===== src/rtl/hbbc_ram.sv =====
// generic simple dual-port synchronous ram with registered read
module hbbc_ram #(
  parameter int unsigned Width = 8,
  parameter int unsigned Depth = 32
) (
  input  logic                     clk_i,
  input  logic                     we_i,
  input  logic [$clog2(Depth)-1:0] waddr_i,
  input  logic [Width-1:0]         wdata_i,
  input  logic [$clog2(Depth)-1:0] raddr_i,
  output logic [Width-1:0]         rdata_o
);

  logic [Width-1:0] mem_q [Depth];

  always_ff @(posedge clk_i) begin
    if (we_i) begin
      mem_q[waddr_i] <= wdata_i;
    end
    rdata_o <= mem_q[raddr_i];
  end

endmodule


===== config.mk =====
export PLATFORM = sky130hd
export DESIGN_NAME = hbbc_ram
export DESIGN_NICKNAME = d
export VERILOG_FILES = /design/src/rtl/hbbc_ram.sv
export SDC_FILE = /design/constraint.sdc
export NUM_CORES = 1
export LEC_CHECK = 0
export ABC_AREA = 1
export BUFFER_PORTS_ARGS = -buffer_cell sky130_fd_sc_hd__buf_2
export CORE_MARGIN = 2
export CORE_UTILIZATION = 30
export CTS_BUF_LIST = sky130_fd_sc_hd__clkbuf_2 sky130_fd_sc_hd__clkbuf_4 sky130_fd_sc_hd__clkbuf_8
export DETAILED_ROUTE_END_ITERATION = 16
export HOLD_SLACK_MARGIN = 0.03
export PLACE_DENSITY = 0.47
export SLEW_MARGIN = 40
export SYNTH_ARGS = -nofsm -noshare
export SYNTH_HDL_FRONTEND = slang
export SYNTH_SLANG_ARGS = --single-unit

===== constraint.sdc =====
create_clock -name clk_i -period 1.9 [get_ports clk_i]
set_input_delay 0.57 -clock clk_i [delete_from_list [all_inputs] [get_ports clk_i]]
set_output_delay 0.57 -clock clk_i [all_outputs]
set_load 0.01 [all_outputs]

==> reports/qor.txt <==
highest clock rate: 0.6044 GHz
DIE AREA: 37490 um^2
# setup viols final: 0
drt first pass iters: 5
crit-path cells: buf_2
XOR/XNOR Fraction of Synth Area: 0
row count: 69
Worst Setup Slack, final: 0.2455 ns
PostCTS Resize Cnt: 0
switching power: 2.812 mW
most frequent cells in the layout: nand2_1 (360), edfxtp_1 (256), nand3_1 (204)
largest net degree at the start of global routing: 53
sequential share of the synthesized area: 0.7275
CP endpoint: rdata_o[7]
Avg Cell Area, Syn: 11.70 um^2
R2R Path Start: mem_q[15][0]
HP Class: primary input to flip-flop
die height: 193.6 um
Max rail drop VDD: 0.3816 mV
hold path startpoint: raddr_i[4]
Final Wtd Congestion: 0.7646
Final Net Count: 1031
CTS tree: done
Top Layer Used: met4
slew at the pin with the worst max-slew slack: 0.6868 ns
DP HPWL: 17360 um
Mapped Area: 10790 um^2
Crit. path cell count: 1
Starting DRT DRC Count: 426
synth unique cells: 12
Skew-Pair Late Insertion Delay: 0.54 ns
post-synthesis net count: 942
CTS Sinks: 264
Core Region: 35480 um^2
Setup CP Type: flip-flop to primary output
Post-Synth Simple-Gate Area: 0.2311
initial core utilization: 0.3040
Leak Pwr: 4.804 nW
cell taking the most area after synthesis: edfxtp_1
worst hold path depth: 3
data required time of the worst path: 1.33 ns
final setup skew: 0.01572 ns
crit path max fanout: 1
commonest non-fill, non-tap cell in the layout: nand2_1
number of antenna-violating nets in the routed design: 0
first-pass GRT wire length: 43980 um
num ports: 28
post-CTS setup repair buffer count: 0
final hold vios: 0
crit end category: primary output
multiplexer share of the synthesized area: 0
pins over their slew limit: 0
Critical-path top delay cell: dfxtp_1
number of global-route vias before repair: 7142
Area Growth Syn to Fin: 18.27%
post-layout minimum cycle time: 1.655 ns
synthesized instance count: 922
Reg2Reg Depth: 8
synth warn: 0
Top Family by Delay on Critical Path: flip-flops
final worst-path cycle share: 0.8708
H-tree levels: 2
switch share: 0.2241
max cap viols: 0
Reg power frac: 0.518
Seq cells post-synth: 264
WL/cell: 19.12 um
Worst EP arrival: 1.08 ns
WL met1: 13700 um
P_int: 9.735 mW
area fraction in compound gates after synthesis: 0
CTS Buf Count: 44
Setup crit start: rdata_o[7]
Clock Tree Root: clkbuf_8
main combinational cell family by area after synthesis: simple AND/OR/NAND/NOR gates
Port Buffers: 27
dpl ws: -0.1547 ns
met2 WL: 13160 um
Comb power frac: 0.070
met3 WL post-DR: 1353 um
ratio of cells with drive above 1 in the final layout: 0.1648
global route overflow: 0
Total Routed Length: 28770 um
Die Wd: 193.6 um
max incr delay on CP: 0.38 ns
WP buf/inv: 1
Reg-to-Reg End: rdata_o[0]
adder-cell share of the synthesized area: 0
top cells by area, synth: edfxtp_1 (71%), nand2_1 (13%), nand3_1 (9.5%)
Yosys top cell area share: 0.7127
overall routing resource usage: 0.1534
P per Cell Area: 983.5 nW/um^2
clock-pin slew on the worst setup and hold paths: 0.06 ns
Vias: 7102
Hold Buf Count CTS: 0
# DRC: 0
clock share of power: 0.411
Max transition margin: 0.5417
clk buf depth: 3
RSZ-0062 raised after global routing: no
Vias/cell: 4.719
worst reg2reg setup slack: 0.69 ns
ANT cells: 0
total power: 12.55 mW
outcome: finished clean
Startpoint Class: flip-flop
antenna violations before repair: 0
layout make-up:
cell class	instances	area (um^2)
repair buffers	95	885.9
inverters	10	40.04
clock inverters	7	55.05
well taps	461	576.8
flip-flops and latches	264	7848
fillers	3519	22730
clock buffers	72	859.6
multi-input cells	596	2492
power by group through the flow:
stage | clock (mW) | combinational (mW) | sequential [mW]
2_1_floorplan | 0 | 0.466 | 6.62
3_3_place_gp | 0 | 0.900 | 6.63
3_5_place_dp | 0 | 0.899 | 6.63
4_1_cts | 5.27 | 0.902 | 6.50
5_1_grt | 5.51 | 0.985 | 6.51
6_report | 5.16 | 0.881 | 6.50
routing by layer:
metal / GRT usage / up-vias
li1: - / 3384
met1: 0.2153 / 3493
met2: 0.2446 / 191
met3: 0.02557 / 34
met4: 0.04580 / 0
met5: 0 / -
cell usage after synthesis:
cell type and count:
nand2_1 360, edfxtp_1 256, nand3_1 204, nor2_1 32, buf_6 24, buf_2 15, dfxtp_1 8, inv_1 8
clkbuf_1 7, buf_4 4, buf_1 2, inv_2 2
flip-flops by register name, indices dropped and copies added, names as in the netlist:
| register | flops |
|---|---|
| mem_q | 256 |
| rdata_o | 8 |
kinds of logic (layout without fill, tap and decap cells):
kind of cell,Yosys count,count (layout)
simple gates,596,596
buf+inv,62,184
flops,264,264
how the worst min path moves through the flow:
| stage | end |
|---|---|
| 6_report | rdata_o[3] |
| 5_1_grt | rdata_o[0] |
| 2_1_floorplan | mem_q[0][0] |
| 4_1_cts | rdata_o[0] |
| 3_5_place_dp | rdata_o[4] |
| 3_3_place_gp | rdata_o[4] |
through the flow:
| stage | cells | area (um^2) | TNS [ns] | hold slack (ns) | utilization |
|---|---|---|---|---|---|
| 4_1_cts | 1505 | 12760 | 0 | 0.3771 | 0.3595 |
| 3_3_place_gp | 1426 | 11840 | -0.9178 | 0.7452 | 0.3338 |
| 2_1_floorplan | 922 | 10790 | 0 | 0.6689 | - |
| 3_5_place_dp | 1426 | 11840 | -0.7280 | 0.7287 | 0.3338 |
| 6_report | 1505 | 12760 | 0 | 0.3961 | 0.3595 |
| 5_1_grt | 1505 | 12760 | 0 | 0.3863 | 0.3595 |
Note: power is estimated with default switching activity, not from simulation.
