**src/rtl/hbbc_pkg.sv**
```systemverilog
// shared constants and types for the hashed block buffer cache
package hbbc_pkg;

  localparam int unsigned NumBuffersDef = 32;
  localparam int unsigned NumBucketsDef = 13;

  localparam logic [1:0] CmdGet     = 2'd0;
  localparam logic [1:0] CmdRelease = 2'd1;
  localparam logic [1:0] CmdPin     = 2'd2;
  localparam logic [1:0] CmdUnpin   = 2'd3;

  localparam logic [2:0] StHit      = 3'd0;
  localparam logic [2:0] StMiss     = 3'd1;
  localparam logic [2:0] StNoFree   = 3'd2;
  localparam logic [2:0] StCountOk  = 3'd3;
  localparam logic [2:0] StCountErr = 3'd4;

  localparam logic [7:0] RefsMax = 8'hff;

  // one table entry as stored in memory
  typedef struct packed {
    logic [7:0]  device;
    logic [31:0] block;
    logic        valid;
    logic [7:0]  refs;
    logic [31:0] last_use;
    logic [3:0]  bucket;
    logic [31:0] join_order;
  } entry_t;

  localparam int unsigned EntryW = $bits(entry_t);

endpackage

```
**src/rtl/hbbc_mod13.sv**
```systemverilog
// block number to bucket, one 4-bit digit folded per cycle
module hbbc_mod13
  import hbbc_pkg::*;
#(
  parameter int unsigned NumBuckets = NumBucketsDef
) (
  input  logic        clk_i,
  input  logic        rst_ni,
  input  logic        start_i,
  input  logic [31:0] value_i,
  output logic        done_o,
  output logic [3:0]  bucket_o
);

  logic [31:0] sh_q, sh_d;
  logic [3:0]  rem_q, rem_d;
  logic [3:0]  cnt_q, cnt_d;
  logic        busy_q, busy_d;
  logic [8:0]  acc;
  logic [8:0]  red;

  always_comb begin
    sh_d   = sh_q;
    rem_d  = rem_q;
    cnt_d  = cnt_q;
    busy_d = busy_q;
    acc    = {1'b0, rem_q, sh_q[31:28]};
    // acc stays below 16 * NumBuckets, so four restoring steps reduce it fully
    red    = acc;
    if (red >= 9'(NumBuckets * 8)) red = red - 9'(NumBuckets * 8);
    if (red >= 9'(NumBuckets * 4)) red = red - 9'(NumBuckets * 4);
    if (red >= 9'(NumBuckets * 2)) red = red - 9'(NumBuckets * 2);
    if (red >= 9'(NumBuckets))     red = red - 9'(NumBuckets);
    if (start_i) begin
      sh_d   = value_i;
      rem_d  = '0;
      cnt_d  = '0;
      busy_d = 1'b1;
    end else if (busy_q) begin
      rem_d  = red[3:0];
      sh_d   = {sh_q[27:0], 4'h0};
      cnt_d  = cnt_q + 4'd1;
      if (cnt_q == 4'd7) busy_d = 1'b0;
    end
  end

  always_ff @(posedge clk_i or negedge rst_ni) begin
    if (!rst_ni) begin
      busy_q <= 1'b0;
      cnt_q  <= '0;
      rem_q  <= '0;
      sh_q   <= '0;
    end else begin
      busy_q <= busy_d;
      cnt_q  <= cnt_d;
      rem_q  <= rem_d;
      sh_q   <= sh_d;
    end
  end

  assign done_o   = busy_q && (cnt_q == 4'd7);
  assign bucket_o = rem_d;

endmodule
```
**config.mk**
```make
export PLATFORM = sky130hd
export DESIGN_NAME = hbbc_mod13
export DESIGN_NICKNAME = d
export VERILOG_FILES = /design/src/rtl/hbbc_pkg.sv /design/src/rtl/hbbc_mod13.sv
export SDC_FILE = /design/constraint.sdc
export NUM_CORES = 1
export LEC_CHECK = 0
export ABC_AREA = 0
export BUFFER_PORTS_ARGS = -buffer_cell sky130_fd_sc_hd__buf_2
export CORE_AREA = 2 2 88 90
export DETAILED_ROUTE_END_ITERATION = 8
export DIE_AREA = 0 0 90 92
export PLACE_DENSITY_LB_ADDON = 0.12
export SLEW_MARGIN = 40
export SYNTH_ARGS = -nofsm -noshare
export SYNTH_HDL_FRONTEND = slang
export SYNTH_SLANG_ARGS = --single-unit
```
**constraint.sdc**
```tcl
create_clock -name clk_i -period 10.1 [get_ports clk_i]
set_clock_uncertainty 0.1 [all_clocks]
set_input_delay 1.01 -clock clk_i [delete_from_list [all_inputs] [get_ports clk_i]]
set_output_delay 1.01 -clock clk_i [all_outputs]
set_load 0.01 [all_outputs]
```
==> run metrics, run 1 <==
largest net degree at the start of global routing 74; design area 3150 µm²; #FFs+latches synth 41; final setup margin 5.12 ns; status completed; Syn Nets 362; Final ANT Viol Nets 0; CP endpoint kind primary output; Syn. warnings 0; first-pass GRT wire length 11.5 mm; total negative slack 0 ns; Root Buffer clkbuf_8; vias in the first global route 2353; layout cells sized above 1 0.183; crit-path max cell delay 0.64 ns; final hold vios 0; Antenna Cells 0; dpl cells 444; clk sinks 41; Worst IR Drop VDD 0.0000980 V; Crit path buffers/inverters 2; Routed wire per std cell 14.6 µm; Vert. Die Dim 92 µm; initial antenna violation count 0; Yosys cell types 65; crit path kind reg2out; Crit Path Max Fanout 11; CTS Buf Count 5; crit share post-route 0.493; Avg Inst Size Synth 8.70 µm²; Syn-to-layout area delta 11.5%; non-filler cells, final 452; synthesized area 2830 µm²; PwrDens 220 nW/µm²; clk slew on worst S/H paths 0.09 ns; asr flop ratio synth 1.00; area of the core 7450 µm²; Die Width 90 µm; final WL 6.60 mm; # rows 32; DR iter-0 viols 170; FMAX 201 MHz; kind of cell adding the most delay to the critical path compound AO/OA/AOI/OAI gates; CTS tree built; number of hold-repair buffers added at the cts stage 0; dpl cell area 3060 µm²; gr usage total 0.167; minimum clock period 4.98 ns; post-CTS setup buffers 0; CP Data Required Time 8.99 ns; Post-synth top cells 51 x nand2_1, 41 x dfrtp_1, 40 x o21ai_0; total I/O pin count 40; Total Power 0.000693 W; Port Buffers 39; post-synth top area share 0.363; Slowest-stage cell, CP o31ai_1; Worst-Margin Slew 0.754 ns; Pleak 1.52 nW; total grt overflow 0; Routability Congestion 0.870; MaxCap Viol Count 0; Synth area leaders dfrtp_1 36%, mux2i_1 11%, o21ai_0 7.1%; routed vias 2420; TritonRoute pass-1 iters 5; most instantiated library cell after synthesis nand2_1; clock latency on the worst-skew pair 0.30 ns; Slew headroom 0.498; CP startpoint kind register; sequential fraction of the synthesis area 0.363; Post-Syn Instances 325; CP arrival 3.87 ns; Final nets 386; Post-CTS Resized 0; Min-Delay Path Class reg2reg; Setup WS pre-CTS 5.48 ns; setup violators final 0; initial core utilization 0.380; die area 8280 µm²; Synth area leader dfrtp_1; H-tree Lvls 2; Final HPWL DP 4.48 mm; largest buffer count on any clock path 2; # DRC 0; Via density 5.35; Final Max Slew Viols 0; Post-synth EDFFs 0; cells along the critical path inv_1 -> ha_1 -> nor4bb_1 -> nor3_1 -> o311a_1 -> o21ai_2 -> nand2_1 -> o31ai_1 -> nor2_1 -> nand4bb_1 -> a311oi_2 -> buf_2; RSZ-0062 raised after global routing no; Main synth FF type dfrtp_1
==> state kept, by name, indices dropped and copies added, names as in the netlist <==
register,flops
sh_q,32
cnt_q,4
rem_q,4
busy_q,1
==> through the flow <==
step                utilization  hold WS [ns]
detailed placement        0.411         0.437
finish                    0.423         0.453
floorplan                     -         0.413
global placement          0.411         0.434
CTS                       0.423         0.454
global route              0.423         0.476
==> kinds of logic after synthesis <==
logic type | after synthesis | share of synthesized area
AOI/OAI and AO/OA | 101 | 0.249
xor gates and xnor gates | 4 | 0.0124
adders and majority gates | 2 | 0.00885
buffers and inverters | 27 | 0.0416
DFF | 41 | 0.363
muxes | 32 | 0.113
and+or+nand+nor | 118 | 0.212
==> where the power goes <==
| group | switching [W] | internal (W) |
|---|---|---|
| clock network | 0.0000621 | 0.0000491 |
| logic | 0.000219 | 0.000152 |
| registers | 0.0000278 | 0.000183 |
| total | 0.000309 | 0.000384 |
==> cell usage in the layout, fill, tap and decap left out, drive strengths merged, types with 3 or more instances in the layout <==
cell type / count
nand2: 52
a211oi: 3
nor2b: 6
and2: 3
buf: 41
o21bai: 4
dfrtp: 41
a31o: 3
nand2b: 9
o31ai: 4
and3: 3
inv: 4
a21o: 3
clkbuf: 5
o21ai: 43
nand3: 5
a21oi: 11
or2b: 3
a31oi: 3
o2111ai: 3
mux2i: 32
nor2: 20
nor3b: 4
==> cell type report <==
type / count / area (µm²)
clock buffer: 5 / 68.8
timing repair buffer: 41 / 213
fill: 786 / 4290
tap: 102 / 128
inverter: 3 / 11.3
sequential: 41 / 1030
clock inverter: 3 / 21.3
multi-input combinational: 257 / 1680
==> routing by layer <==
layer  GRT usage  vias up  wire [µm]
li1            -     1226          -
met1       0.234     1135       3330
met2       0.266       52       2940
met3      0.0329        7        265
met4      0.0436        0         58
met5           0        -          0
==> worst reg2reg max path: stages, from the launching register on <==
cell	delay [ns]
dfrtp_1	0.51
inv_1	0.11
ha_1	0.30
nor4bb_1	0.39
nor3_1	0.09
o311a_1	0.27
o21ai_2	0.23
nand2_1	0.21
o31ai_1	0.64
nor2_1	0.14
nand4bb_1	0.24
a311oi_2	0.27
==> worst paths after layout <==
kind | from | end | slack, ns | cells past startpoint
max in group asynchronous | rst_ni | busy_q | 8.93 | 1
hold reg to reg | sh_q[3] | sh_q[3] | 0.45 | 2
hold / removal | sh_q[3] | sh_q[3] | 0.45 | 2
min in group asynchronous | rst_ni | sh_q[7] | 0.59 | 1
setup reg to reg | sh_q[31] | rem_q[3] | 6.50 | 11
setup / recovery | sh_q[31] | bucket_o[3] | 5.12 | 12
No activity file was read; power rests on OpenSTA's default activity.
==> run 2: changes to the inputs <==
--- a/config.mk
+++ b/config.mk
@@ -5,11 +5,11 @@
 export SDC_FILE = /design/constraint.sdc
 export NUM_CORES = 1
 export LEC_CHECK = 0
-export ABC_AREA = 0
+export ABC_AREA = 1
 export BUFFER_PORTS_ARGS = -buffer_cell sky130_fd_sc_hd__buf_2
-export CORE_AREA = 2 2 88 90
+export CORE_AREA = 2 2 83 85
 export DETAILED_ROUTE_END_ITERATION = 8
-export DIE_AREA = 0 0 90 92
+export DIE_AREA = 0 0 85 87
 export PLACE_DENSITY_LB_ADDON = 0.12
 export SLEW_MARGIN = 40
 export SYNTH_ARGS = -nofsm -noshare
==> constraint.sdc (replaced) <==
create_clock -name clk_i -period 4.5 [get_ports clk_i]
set_clock_uncertainty 0.1 [all_clocks]
set_input_delay 0.45 -clock clk_i [delete_from_list [all_inputs] [get_ports clk_i]]
set_output_delay 0.45 -clock clk_i [all_outputs]
set_load 0.01 [all_outputs]
==> run 2 against run 1 <==
  * Cell count is 1.1% lower
  * Setup slack lost 4.3 ns
  * Clock-buffer cell count grew 2
  * First-iteration DRC count decreased by 59%
  * Register-to-register slack got worse by 4.9 ns
  * Sequential cell count stayed put
  * Largest power group unchanged
==> run metrics, run 2 <==
initial antenna violation count 0 (unchanged); Worst IR Drop VDD 0.000470 V (+380%); Slowest-stage cell, CP dfrtp_1; total I/O pin count 40 (unchanged); #FFs+latches synth 41 (unchanged); Routed wire per std cell 12.9 µm (-11%); number of flip-flops in the largest register 32 (unchanged); Final Max Slew Viols 0 (unchanged); MaxCap Viol Count 0 (unchanged); Syn. warnings 0 (unchanged); H-tree Lvls 2 (unchanged); Post-CTS Resized 0 (unchanged); largest buffer count on any clock path 2 (unchanged); adder-cell share of the synthesized area 0.0100 (+0.00115); Main synth FF type dfrtp_1; # rows 30 (-6.3%); # DRC 0 (unchanged); Synth area leaders dfrtp_1 41%, nand2_1 16%, inv_1 5.5%; Port Buffers 39 (unchanged); CP startpoint kind register; number of hold-repair buffers added at the cts stage 0 (unchanged); biggest registers after layout sh_q x32, cnt_q x4, rem_q x4; register bank with the most flops sh_q; final hold vios 0 (unchanged); minimum clock period 3.72 ns; area of the core 6570 µm² (-12%); sequential fraction of the synthesis area 0.410 (+0.0470); Min-Delay Path Class in2async; setup violators final 0 (unchanged); CP Data Required Time 3.95 ns (-5.04 ns); fillers 698 (-11%); largest family of logic cells by synthesized area simple AND/OR/NAND/NOR gates; synthesized area 2500 µm² (-11%); vias in the first global route 2242 (-4.7%); CP arrival 3.17 ns (-0.70 ns); Vert. Die Dim 87 µm (-5.4%); cells along the critical path inv_1 -> ha_1 -> nor2_2 -> nor2_4 -> nand2_4 -> nand2_1 -> nand2_1 -> nor2_1 -> nand2_1 -> nand2_1 -> nand2_1 -> nand2_2 -> nor2_2 -> nand2_1 -> nand2_1 -> nand2_1 -> nand2_1 -> a21oi_4 -> nand3_2 -> nand2_1 -> nand3_1 -> nand2_1 -> buf_2; asr flop ratio synth 1.00 (unchanged); layout cells sized above 1 0.237 (+0.0542); Antenna Cells 0 (unchanged); DR iter-0 viols 69 (-59%); Final HPWL DP 4.28 mm (-4.5%); Die Width 85 µm (-5.6%); simple-gate share of the synthesized area 0.325 (+0.113); Worst-Margin Slew 0.721 ns (-0.0330 ns); largest net degree at the start of global routing 42 (-43%); xor-xnor portion of the synthesized cell area 0.0105 (-0.00189); Syn Nets 366 (+1.1%); commonest non-fill, non-tap cell in the layout nand2_1; CTS tree built; Post-synth EDFFs 0 (unchanged); most numerous cell on the critical path nand2_1; FMAX 269 MHz; Avg Inst Size Synth 7.61 µm² (-13%); gr usage total 0.170 (+0.00280); TritonRoute pass-1 iters 4 (-1); Via density 4.98 (-7.1%); RSZ-0062 raised after global routing no; first-pass GRT wire length 10.2 mm (-12%); post-synth top area share 0.410 (+0.0470); routed vias 2224 (-8.1%); Syn-to-layout area delta 15.4%; kind of cell adding the most delay to the critical path simple AND/OR/NAND/NOR gates; Final nets 403 (+4.4%); clk sinks 41 (unchanged); Post-Syn Instances 329 (+1.2%); highest-count cells in the layout ignoring fill and taps 104 x nand2_1, 41 x dfrtp_1, 38 x buf_2, 37 x inv_1, 19 x nand3_1; crit share post-route 0.826; crit-path max cell delay 0.43 ns (-0.21 ns); status completed; PwrDens 703 nW/µm² (+220%); Pleak 1.48 nW (-2.4%); CTS Buf Count 5 (unchanged); crit path kind reg2out; Routability Congestion 0.859 (-1.3%); multiplexer share of the synthesized area 0 (-0.113); Crit Path Max Fanout 7 (-4); CP endpoint kind primary output; most instantiated library cell after synthesis nand2_1; total negative slack 0 ns (unchanged); Slew headroom 0.517 (+0.0190); Total Power 0.00203 W (+190%); Synth area leader dfrtp_1; post-CTS setup buffers 0 (unchanged); clock latency on the worst-skew pair 0.29 ns (about the same); Final ANT Viol Nets 0 (unchanged); total grt overflow 0 (unchanged); Crit path buffers/inverters 2 (unchanged); die area 7400 µm² (-11%); Yosys cell types 29 (-55%); initial core utilization 0.381 (+0.00144); Root Buffer clkbuf_8; compound-cell area share of the yosys netlist 0.160 (-0.0887); clk slew on worst S/H paths 0.08 ns (about the same); final WL 5.78 mm (-12%); Post-synth top cells 104 x nand2_1, 41 x dfrtp_1, 37 x inv_1
-- run 2: changes by cell type after synthesis, sizes merged, moves of 6 or more --
cell	previous run	this run
buf	6	0
clkbuf	18	10
inv	3	45
mux2i	32	0
nand2	52	121
nand2b	9	0
nand3	5	21
nor2b	6	0
o211ai	2	8
o21ai	43	14
o221ai	2	15
-- run 2: cell type report --
cell class              instances  area [µm²]  area share
well taps                      80         100      0.0346
flip-flops and latches         41        1030       0.355
multi-input cells             232        1270       0.439
repair buffers                 40         205      0.0710
clock buffers                   7        86.3      0.0299
clock inverters                 1        30.0      0.0104
inverters                      46         173      0.0597
-- run 2: worst paths after layout --
check / from / to / slack, ns / cells after the start
max in group asynchronous: rst_ni / sh_q[16] / 3.89 / 1
min in group clk_i: value_i[10] / sh_q[10] / 0.27 / 3
hold / removal: rst_ni / cnt_q[2] / 0.03 / 1
hold reg to reg: sh_q[13] / sh_q[17] / 0.39 / 2
setup / recovery: sh_q[31] / bucket_o[0] / 0.78 / 23
setup reg to reg: sh_q[31] / rem_q[0] / 1.59 / 22
-- run 2: cells by family (layout without fill, tap and decap cells) --
logic type	after synthesis	in the layout
AND/OR/NAND/NOR	173	173
XOR/XNOR	3	3
flip-flops	41	41
buffers and inverters	56	94
AO/OA/AOI/OAI	54	54
adder cells (fa/ha/maj)	2	2
-- run 2: routing by layer --
metal	wire length [µm]	GRT usage	vias to the layer above
met3	200	0.0275	11
met4	128	0.0649	0
met5	0	0	-
met2	2940	0.303	43
li1	-	-	1143
met1	2520	0.207	1027
-- run 2: through the flow --
stage	hold WS (ns)	cells	cell area, µm²	util	worst slack, ns
after floorplan	0.0544	329	2500	-	1.56
after global placement	0.382	439	2770	0.422	1.17
after detailed placement	0.367	439	2770	0.422	1.13
after CTS	0.0515	447	2890	0.440	0.803
after global routing	0.0738	447	2890	0.440	0.429
final	0.0322	447	2890	0.440	0.783
-- run 2: report_power, final --
group          internal [W]  switching [W]
combinational      0.000438       0.000849
clock              0.000181       0.000119
sequential         0.000413      0.0000314
==> run 3: changes to the inputs <==
==> constraint.sdc (replaced) <==
create_clock -name clk_i -period 3.8 [get_ports clk_i]
set_clock_uncertainty 0.1 [all_clocks]
set_input_delay 0.38 -clock clk_i [delete_from_list [all_inputs] [get_ports clk_i]]
set_output_delay 0.38 -clock clk_i [all_outputs]
set_load 0.01 [all_outputs]
==> run 3 against run 2 <==
  * Sequential power up 18%
  * Routed wire length up 0.83%
  * Cell count up 1.1%
  * Clock-buffer cell count up 1
  * Sequential share of layout area down 0.41 points
  * Die area unchanged
  * Utilization up 0.51 points
  * Via count down 0.40%
  * Clock power down 8.0%
  * Critical endpoint is now bucket_o[1]
  * Critical path type unchanged
  * Sequential cell count unchanged
  * Worst hold slack better by 0.16 ns
  * Power up 17%
==> run metrics, run 3 (synthesized netlist as in run 2, its figures left out) <==
worst r2r src rem_q[0]; Seq. cell area 1030 µm² (unchanged); dpl cell area 2780 µm² (+0.27%); Routed wire per std cell 12.9 µm (-0.29%); # DRC 0 (unchanged); grt met3 use 0.0246 (-0.00284); FF-to-FF setup slack 0.98 ns (-0.61 ns); initial antenna violation count 0 (unchanged); design area 2920 µm² (+1.2%); Worst-Margin Slew 0.742 ns (+0.0215 ns); fillers 699 (+0.14%); final setup margin 0.282 ns (-0.501 ns); DR iter-0 viols 87 (+26%); initial core utilization 0.381 (unchanged); Final nets 408 (+1.2%); H-tree Lvls 2 (unchanged); Final HPWL DP 4.19 mm (-2.1%); commonest non-fill, non-tap cell in the layout nand2_1; Total Power 0.00238 W (+17%); Routability Congestion 0.767 (-11%); # rows 30 (unchanged); register bank with the most flops sh_q; gr usage total 0.169 (-0.00137); largest net degree at the start of global routing 42 (unchanged); clk sinks 41 (unchanged); Worst Setup EP bucket_o[1]; Crit Path Max Fanout 5 (-2); total grt overflow 0 (unchanged); crit path kind reg2out; first-pass GRT wire length 10.1 mm (-0.54%); PwrDens 812 nW/µm² (+16%); Final Max Slew Viols 0 (unchanged); minimum clock period 3.52 ns; area of the core 6570 µm² (unchanged); die area 7400 µm² (unchanged); dpl cells 440 (+0.23%); Setup WS pre-CTS 0.494 ns (-0.636 ns); Vert. Die Dim 87 µm (unchanged); Critical R2R Capture rem_q[1]; status completed; Syn-to-layout area delta 16.8%; TritonRoute pass-1 iters 4 (unchanged); CTS tree built; vias in the first global route 2212 (-1.3%); CTS Buf Count 5 (unchanged); CP startpoint kind register; largest buffer count on any clock path 2 (unchanged); highest-count cells in the layout ignoring fill and taps 102 x nand2_1, 41 x dfrtp_1, 38 x buf_2, 35 x inv_1, 18 x nand3_1; non-filler cells, final 452 (+1.1%); FMAX 284 MHz; Multi-input gate area 1300 µm² (+2.4%); Via density 4.90 (-1.5%); post-layout util 0.445 (+0.00514); Slew headroom 0.502 (-0.0144); final hold vios 0 (unchanged); setup violators final 0 (unchanged); met2 Use GR 0.307 (+0.00426); Pleak 1.49 nW (+0.44%); Reg2Reg Depth 19 (-14%); final WL 5.83 mm (+0.83%); met1 Use GR 0.211 (+0.00446); Root Buffer clkbuf_8; Antenna Cells 0 (unchanged); Port Buffers 39 (unchanged); clock latency on the worst-skew pair 0.29 ns (about the same); Final ANT Viol Nets 0 (unchanged); clk slew on worst S/H paths 0.08 ns (about the same); Min-Delay Path Class in2reg; crit share post-route 0.926; CP Data Required Time 3.32 ns (-0.63 ns); CP endpoint kind primary output; layout cells sized above 1 0.258 (+0.0210); number of flip-flops in the largest register 32 (unchanged); total I/O pin count 40 (unchanged); gr busiest metal met2; Die Width 85 µm (unchanged); CP arrival 3.04 ns (-0.13 ns); Worst Setup SP rem_q[0]; biggest registers after layout sh_q x32, cnt_q x4, rem_q x4; routed vias 2215 (-0.40%); Worst IR Drop VDD 0.000478 V (+1.7%); MaxCap Viol Count 0 (unchanged)
[run 3: per-layer routing]
layer / part of all wire / up-vias
li1: - / 1157
met1: 0.46 / 1028
met2: 0.51 / 25
met3: 0.023 / 5
met4: 0.010 / 0
met5: 0 / -
[run 3: critical path, cell delays in order, from the launching register on]
cell and delay [ns]:
dfrtp_1 0.39, inv_1 0.11, ha_4 0.18, nor2_2 0.17, nor2_4 0.08, buf_4 0.13, nand3_1 0.12, nand3_2 0.13
o21bai_4 0.22, nand2_1 0.08, nand2_2 0.09, nor2_4 0.13, nand2_4 0.07, nand2_4 0.07, nand2_1 0.07, and2_1 0.18
xor2_1 0.15, nand2_1 0.07, nand3_1 0.08, nand2_1 0.10, buf_2 0.13
[run 3: timing repair]
action / in CTS / in global routing
setup endpoints to repair: 0 / 4
endpoints found under the hold margin: 41 / 0
hold buffers: 1 / 0
setup buffers: 0 / 3
gates resized for setup: 0 / 9
[run 3: cell type report]
type                            count  area share
Tap cell                           80      0.0342
Inverter                           46      0.0591
Sequential cell                    41       0.351
Timing Repair Buffer               45      0.0839
Multi-Input combinational cell    232       0.445
Clock buffer                        8      0.0274
[run 3: power breakdown]
part	total, W	internal, W	switching, W	leakage, nW
clock	0.000276	0.000131	0.000145	0.0395
sequential	0.000527	0.000489	0.0000379	0.507
combinational	0.00157	0.000553	0.00102	0.941
[run 3: metrics by stage]
stage	hold WS, ns	setup TNS (ns)
2_1_floorplan	-0.0156	0
3_3_place_gp	0.379	0
3_5_place_dp	0.304	0
4_1_cts	0.192	0
5_1_grt	0.203	-0.0367
6_report	0.196	0
[run 3: worst min path at each step]
stage / start / to / slack [ns] / cells after the start
after floorplan: rst_ni / busy_q / -0.02 / 0
after global placement: sh_q[19] / sh_q[19] / 0.38 / 2
after detailed placement: rst_ni / sh_q[5] / 0.30 / 1
after CTS: value_i[10] / sh_q[10] / 0.19 / 3
after global routing: value_i[24] / sh_q[24] / 0.20 / 3
final: value_i[10] / sh_q[10] / 0.20 / 3
